===== config.mk =====
export PLATFORM = sky130hd
export DESIGN_NAME = saik_gain
export DESIGN_NICKNAME = d
export VERILOG_FILES = /design/src/saik_pkg.sv /design/src/saik_gain.sv
export SDC_FILE = /design/constraint.sdc
export NUM_CORES = 2
export LEC_CHECK = 0
export ABC_AREA = 1
export BUFFER_PORTS_ARGS = -buffer_cell sky130_fd_sc_hd__buf_2
export CORE_ASPECT_RATIO = 1.25
export CORE_MARGIN = 1.5
export CORE_UTILIZATION = 56
export CTS_CLUSTER_SIZE = 14
export DETAILED_ROUTE_END_ITERATION = 8
export PLACE_DENSITY = 0.8
export SLEW_MARGIN = 25
export SYNTH_ARGS = -nofsm -noshare
export SYNTH_HDL_FRONTEND = slang
export SYNTH_SLANG_ARGS = --single-unit

===== constraint.sdc =====
create_clock -name clock -period 11.3 [get_ports clock]
set_input_delay 1.695 -clock clock [delete_from_list [all_inputs] [get_ports clock]]
set_output_delay 1.695 -clock clock [all_outputs]
set_load 0.01 [all_outputs]

===== src/saik_pkg.sv =====
package saik_pkg;

   localparam int GUARD_BITS = 8;
   localparam int VW = 45;
   localparam int AW = 32;
   localparam logic signed [AW-1:0] PI_Q28 = 32'sd843314857;
   localparam logic signed [AW-1:0] HALF_PI_Q28 = 32'sd421657428;
   localparam logic [29:0] INV_GAIN_Q30 = 30'd652032874;

   localparam logic [2:0] CSR_BASE_X = 3'd0;
   localparam logic [2:0] CSR_BASE_Y = 3'd1;
   localparam logic [2:0] CSR_BASE_Z = 3'd2;
   localparam logic [2:0] CSR_SHOULDER = 3'd3;
   localparam logic [2:0] CSR_REACH = 3'd4;

   typedef logic signed [VW-1:0] vec_type;
   typedef logic signed [AW-1:0] ang_type;

   typedef struct packed {
      vec_type x;
      vec_type y;
      ang_type z;
      logic zero;
   } cordic_type;

   function automatic ang_type atan_q28(input int i);
      unique case (i)
         0: atan_q28 = 32'sd210828714;
         1: atan_q28 = 32'sd124459457;
         2: atan_q28 = 32'sd65760959;
         3: atan_q28 = 32'sd33381290;
         4: atan_q28 = 32'sd16755422;
         5: atan_q28 = 32'sd8385879;
         6: atan_q28 = 32'sd4193963;
         7: atan_q28 = 32'sd2097109;
         8: atan_q28 = 32'sd1048571;
         9: atan_q28 = 32'sd524287;
         10: atan_q28 = 32'sd262144;
         11: atan_q28 = 32'sd131072;
         12: atan_q28 = 32'sd65536;
         13: atan_q28 = 32'sd32768;
         14: atan_q28 = 32'sd16384;
         15: atan_q28 = 32'sd8192;
         16: atan_q28 = 32'sd4096;
         17: atan_q28 = 32'sd2048;
         18: atan_q28 = 32'sd1024;
         19: atan_q28 = 32'sd512;
         20: atan_q28 = 32'sd256;
         21: atan_q28 = 32'sd128;
         22: atan_q28 = 32'sd64;
         23: atan_q28 = 32'sd32;
         24: atan_q28 = 32'sd16;
         25: atan_q28 = 32'sd8;
         26: atan_q28 = 32'sd4;
         27: atan_q28 = 32'sd2;
         28: atan_q28 = 32'sd1;
         default: atan_q28 = '0;
      endcase
   endfunction

endpackage


===== src/saik_gain.sv =====
module saik_gain (
   input  logic clock,
   input  logic reset,
   input  logic in_valid,
   input  saik_pkg::vec_type in_x,
   input  logic in_zero,
   output logic out_valid,
   output saik_pkg::vec_type out_mag
);
   import saik_pkg::*;

   logic [47:0] u;
   logic [31:0] hi_ff;
   logic [15:0] lo_ff;
   logic v1_ff, v2_ff;
   logic [61:0] ph_ff;
   logic [45:0] pl_ff;
   logic [62:0] sum;

   assign u = (in_zero || in_x < 0) ? 48'd0 : 48'(in_x);
   assign sum = 63'(ph_ff) + 63'(pl_ff >> 16);

   always_ff @(posedge clock) begin
      if (reset) begin
         v1_ff <= 1'b0;
         v2_ff <= 1'b0;
      end else begin
         v1_ff <= in_valid;
         v2_ff <= v1_ff;
      end
      hi_ff <= u[47:16];
      lo_ff <= u[15:0];
      ph_ff <= 62'(hi_ff) * 62'(INV_GAIN_Q30);
      pl_ff <= 46'(lo_ff) * 46'(INV_GAIN_Q30);
   end

   assign out_valid = v2_ff;
   assign out_mag = VW'(sum >> 14);
endmodule


### Yosys cells after proc, flatten, opt, wreduce, memory -nomap -nowiden

Cells that the tools add are included.

* add/subtract/negate cells: 1
* multipliers: 2
* div/mod/pow operators: 0
* magnitude comparators: 1
* equal/unequal tests: 0
* shift operators: 0
* multiplexer cells: 0
* bitwise gates (word level): 0
* reductions and logical operators: 1

Operator list (number)
* 59-bit by 30-bit adder with 59-bit output: 1
* 32-bit by 29-bit multiplier with 58-bit output, second input constant: 1
* 45-bit by 1-bit < comparator with 1-bit output, second input constant: 1
* 16-bit by 29-bit multiplier with 45-bit output, second input constant: 1
* 1-bit logical OR: 1

* bits in registers: 150
* bits in latches: 0
* memory bits (writable): 0
* bits in read-only memories: 0
* input bits: 49
* output and inout port bits: 46
* memories kept: 0

### Longest topological paths before layout

* word-level depth: 2
* gate-level depth with buffers: 29
* depth with buffers taken out: 29

### Worst setup path after synthesis

Ideal clock, no wire load.

* path type: reg2reg
* start: register, netlist name hi_ff[28]
* end: register ph_ff[53]
* library setup time: 112 ps
* arrival: 5749 ps
* slack: 5439 ps
* cell stages (with the launch flop): 23
* path buffers: 0
* period minus slack after synthesis: 5861 ps
* cells stage by stage: dfxtp_1 ha_1 inv_1 fa_1 fa_1 ha_1 inv_1 fa_1 inv_1 fa_1 fa_1 inv_1 fa_1 inv_1 ha_1 nand2_1 nor2_1 nand2_1 nor2_1 and3_1 nand2_1 nand3_1 nand2_1

* cells in the longest elaborated chain, start to end: 1

Ends and longest elaborated chain
* 32-bit by 29-bit multiplier with 58-bit output: RTL line saik_gain.sv:33 `ph_ff <= 62'(hi_ff) * 62'(INV_GAIN_Q30);`
* end signal: assignment: RTL line saik_gain.sv:33
* end: declaration: RTL line saik_gain.sv:16 `logic [61:0] ph_ff;`

Every way passes these cells.
A chain may end at the register's enable or synchronous reset.

### Worst setup path in the final report

* start: register hi_ff[10]
* end: register ph_ff[49]

* cells in the longest elaborated chain, start to end: 1

Ends and longest elaborated chain
* start: declaration: RTL line saik_gain.sv:13 `logic [31:0] hi_ff;`
* start signal: assignment: RTL line saik_gain.sv:31 `hi_ff <= u[47:16];`
* 32-bit by 29-bit multiplier with 58-bit output: RTL line saik_gain.sv:33

Every way passes these cells.

==> impl_metrics.json <==
{
  "status": "complete, no violations",
  "worstMarginPinSlew_ps": 883.7,
  "final.min_clock_period_ps": 6997,
  "r2r_start": "hi_ff[10]$_SDFF_PP0_",
  "hold_path_class": "reg2reg",
  "power_density_nw_per_um2": 278.4,
  "portBuffers": 94,
  "critPathKind": "reg2reg",
  "nNetsFinal": 5717,
  "period_share": 0.6192,
  "wl_per_cell_um": 18.77,
  "yosysSeqAreaShare": 0.07808,
  "synth-seq-cells": 134,
  "grt_use_total": 0.3392,
  "grt_max_degree": 45,
  "syn_area_per_cell_um2": 7.750,
  "synth.distinct_cells": 36,
  "die_w_um": 224.5,
  "cts_tree": "yes",
  "dieArea_um2": 62850,
  "routed.top_layer": "met4",
  "rsz0062_at_grt": "false",
  "yosysMostFrequentCell": "inv_1",
  "cap_violations": 0,
  "gp_congestion": 1.017,
  "fp-row-count": 101,
  "die_height_um": 279.9,
  "postCtsHoldBufs": 0,
  "met3WireLength_um": 4625,
  "rr_worst_depth": 21,
  "clk_pin_slew_ps": 70,
  "fin_util": 0.5997,
  "setup-tns-final_ps": 0,
  "vias_per_cell": 5.178,
  "cts_resized": 0,
  "critPathLaunch": "hi_ff[10]$_SDFF_PP0_",
  "cts_buffer_depth": 2,
  "place_ws_ps": 4358,
  "htree_levels": 4,
  "numCtsBuffers": 17,
  "synth_ff_type": "dfxtp_1",
  "start_kind": "flip-flop",
  "r2r_setup_slack_ps": 4300,
  "end_kind": "flip-flop",
  "grt_pass1_vias": 30110,
  "postCtsSetupBuffers": 0,
  "dr.pass1.iters": 6,
  "pin_count": 95,
  "clock_skew_ps": 13.65,
  "synth_area_leaders": "fa_1, ha_1, inv_1, nand2_1, dfxtp_1",
  "relSlewSlack": 0.4101,
  "p_leak_nw": 21.63,
  "routed_wl_um": 100000,
  "yosys_warnings": 0,
  "synthCells": 4433,
  "hold_violations": 0,
  "cp_data_arrival_time_ps": 7440,
  "peakVddDrop_mv": 0.4157,
  "cp.required_ps": 11740,
  "num_vias": 27590,
  "hold_end": "out_valid$_SDFF_PP0_",
  "drc": 0,
  "met2WireLength_um": 50470,
  "yosysTopAreaCell": "fa_1",
  "setup_viol": 0,
  "synth_top_area_share": 0.3555,
  "netlist_area_um2": 34360,
  "cts.sinks": 134,
  "min_path_cells": 2,
  "hold_start": "v1_ff$_SDFF_PP0_",
  "dpl.hpwl_um": 89670,
  "synth_nets": 5607,
  "met1_length_um": 36350,
  "worstSkewPairLatency_ps": 500,
  "n_fill_cell": 5464,
  "hold_slack_ps": 404.1,
  "synthTopCellsByCount": "inv_1, nand2_1, fa_1",
  "grt_pass1_wl_um": 160000,
  "ant_nets": 0,
  "maxSlewViolCount": 0,
  "syn_to_final_growth_pct": 5.882,
  "drt-initial-drc-count": 1607,
  "r2r-end": "ph_ff[49]$_DFF_P_",
  "antenna_found_initial": 0,
  "drive_gt1_frac": 0.03665,
  "num_antenna_cells": 0,
  "coreArea_um2": 60660,
  "timing.final.ws_setup_ps": 4303,
  "synthArstFlopShare": 0,
  "root_buffer": "clkbuf_16",
  "synth_enable_flop_cells": 0,
  "grt_overflow": 0,
  "start_util": 0.5664,
  "fmax_ghz": 0.1429,
  "critPathMaxFanout": 7
}
## per-layer routing
layer / vias to the layer above / GRT usage
li1: 13160 / -
met3: 399 / 0.04856
met4: 0 / 0.2552
met2: 890 / 0.6077
met1: 13140 / 0.3605
met5: - / 0
## flip-flops by register name, indices dropped and copies added (netlist names)
signal,count
lo_ff,16
hi_ff,29
v1_ff,1
pl_ff,29
out_valid,1
ph_ff,58
## layout by cell type, fill, tap and decap left out, drive strengths merged, types with 4 or more instances in the layout
master / count
a21o: 4
a21oi: 113
and2: 8
and3: 4
buf: 97
clkbuf: 19
clkinv: 4
dfxtp: 134
fa: 610
ha: 515
inv: 1353
nand2: 1047
nand3: 129
nand3b: 4
nand4: 29
nor2: 310
nor3: 26
o21a: 4
o21ai: 38
o21bai: 16
or2: 9
xnor2: 17
xor2: 55
## worst max path at each step
stage | slack (ps) | endpoint | cells past startpoint
floorplan | 5440 | ph_ff[53]$_DFF_P_ | 22
global placement | 4360 | ph_ff[49]$_DFF_P_ | 20
detailed placement | 4360 | ph_ff[49]$_DFF_P_ | 20
CTS | 4350 | ph_ff[49]$_DFF_P_ | 21
global route | 4050 | ph_ff[49]$_DFF_P_ | 25
finish | 4300 | ph_ff[49]$_DFF_P_ | 21
## critical path, cell delays in order, from the launching register on
cell and delay, ps:
dfxtp_1 800, inv_1 320, fa_1 570, fa_1 490
inv_1 50, fa_1 480, fa_1 620, fa_1 450
fa_1 410, fa_1 510, inv_1 50, fa_1 480
inv_1 40, ha_1 410, nand2_1 140, nor2_1 250
nand2_1 190, nor2_1 310, nand3_1 150, nand3_1 90
nand2_1 50, nand2_1 70
## power breakdown
part	total (mW)	internal, mW	switching (mW)
logic	8.66	2.99	5.68
clock network	0.581	0.315	0.266
registers	0.880	0.700	0.179
## metrics by stage
stage                     instance area, um2  instances  power [mW]
after floorplan                        34360       4433       6.678
after global placement                 35790       5296       9.376
after detailed placement               35790       5296       9.466
after CTS                              36380       5328       10.12
after global routing                   36380       5328       11.21
final                                  36380       5328       10.13
## area by class of cell
class                      count  area (um2)  share of cell area
multi-input combinational   2946       26590              0.7311
sequential                   134        2683             0.07375
tap                          772       965.9             0.02655
clock buffer                  19       442.9             0.01218
timing repair buffer          97       493.0             0.01355
inverter                    1347        5056              0.1390
clock inverter                13       141.4            0.003887
## logic make-up after synthesis
kind of cell    Yosys count  synth area share
other cells               1         0.0001092
simple gates           1570            0.1846
compound gates          178           0.02801
buf+inv                1353            0.1478
fa+ha+maj              1125            0.5430
xor+xnor                 72           0.01836
flops                   134           0.07808
No activity file was read; power rests on OpenSTA's default activity.
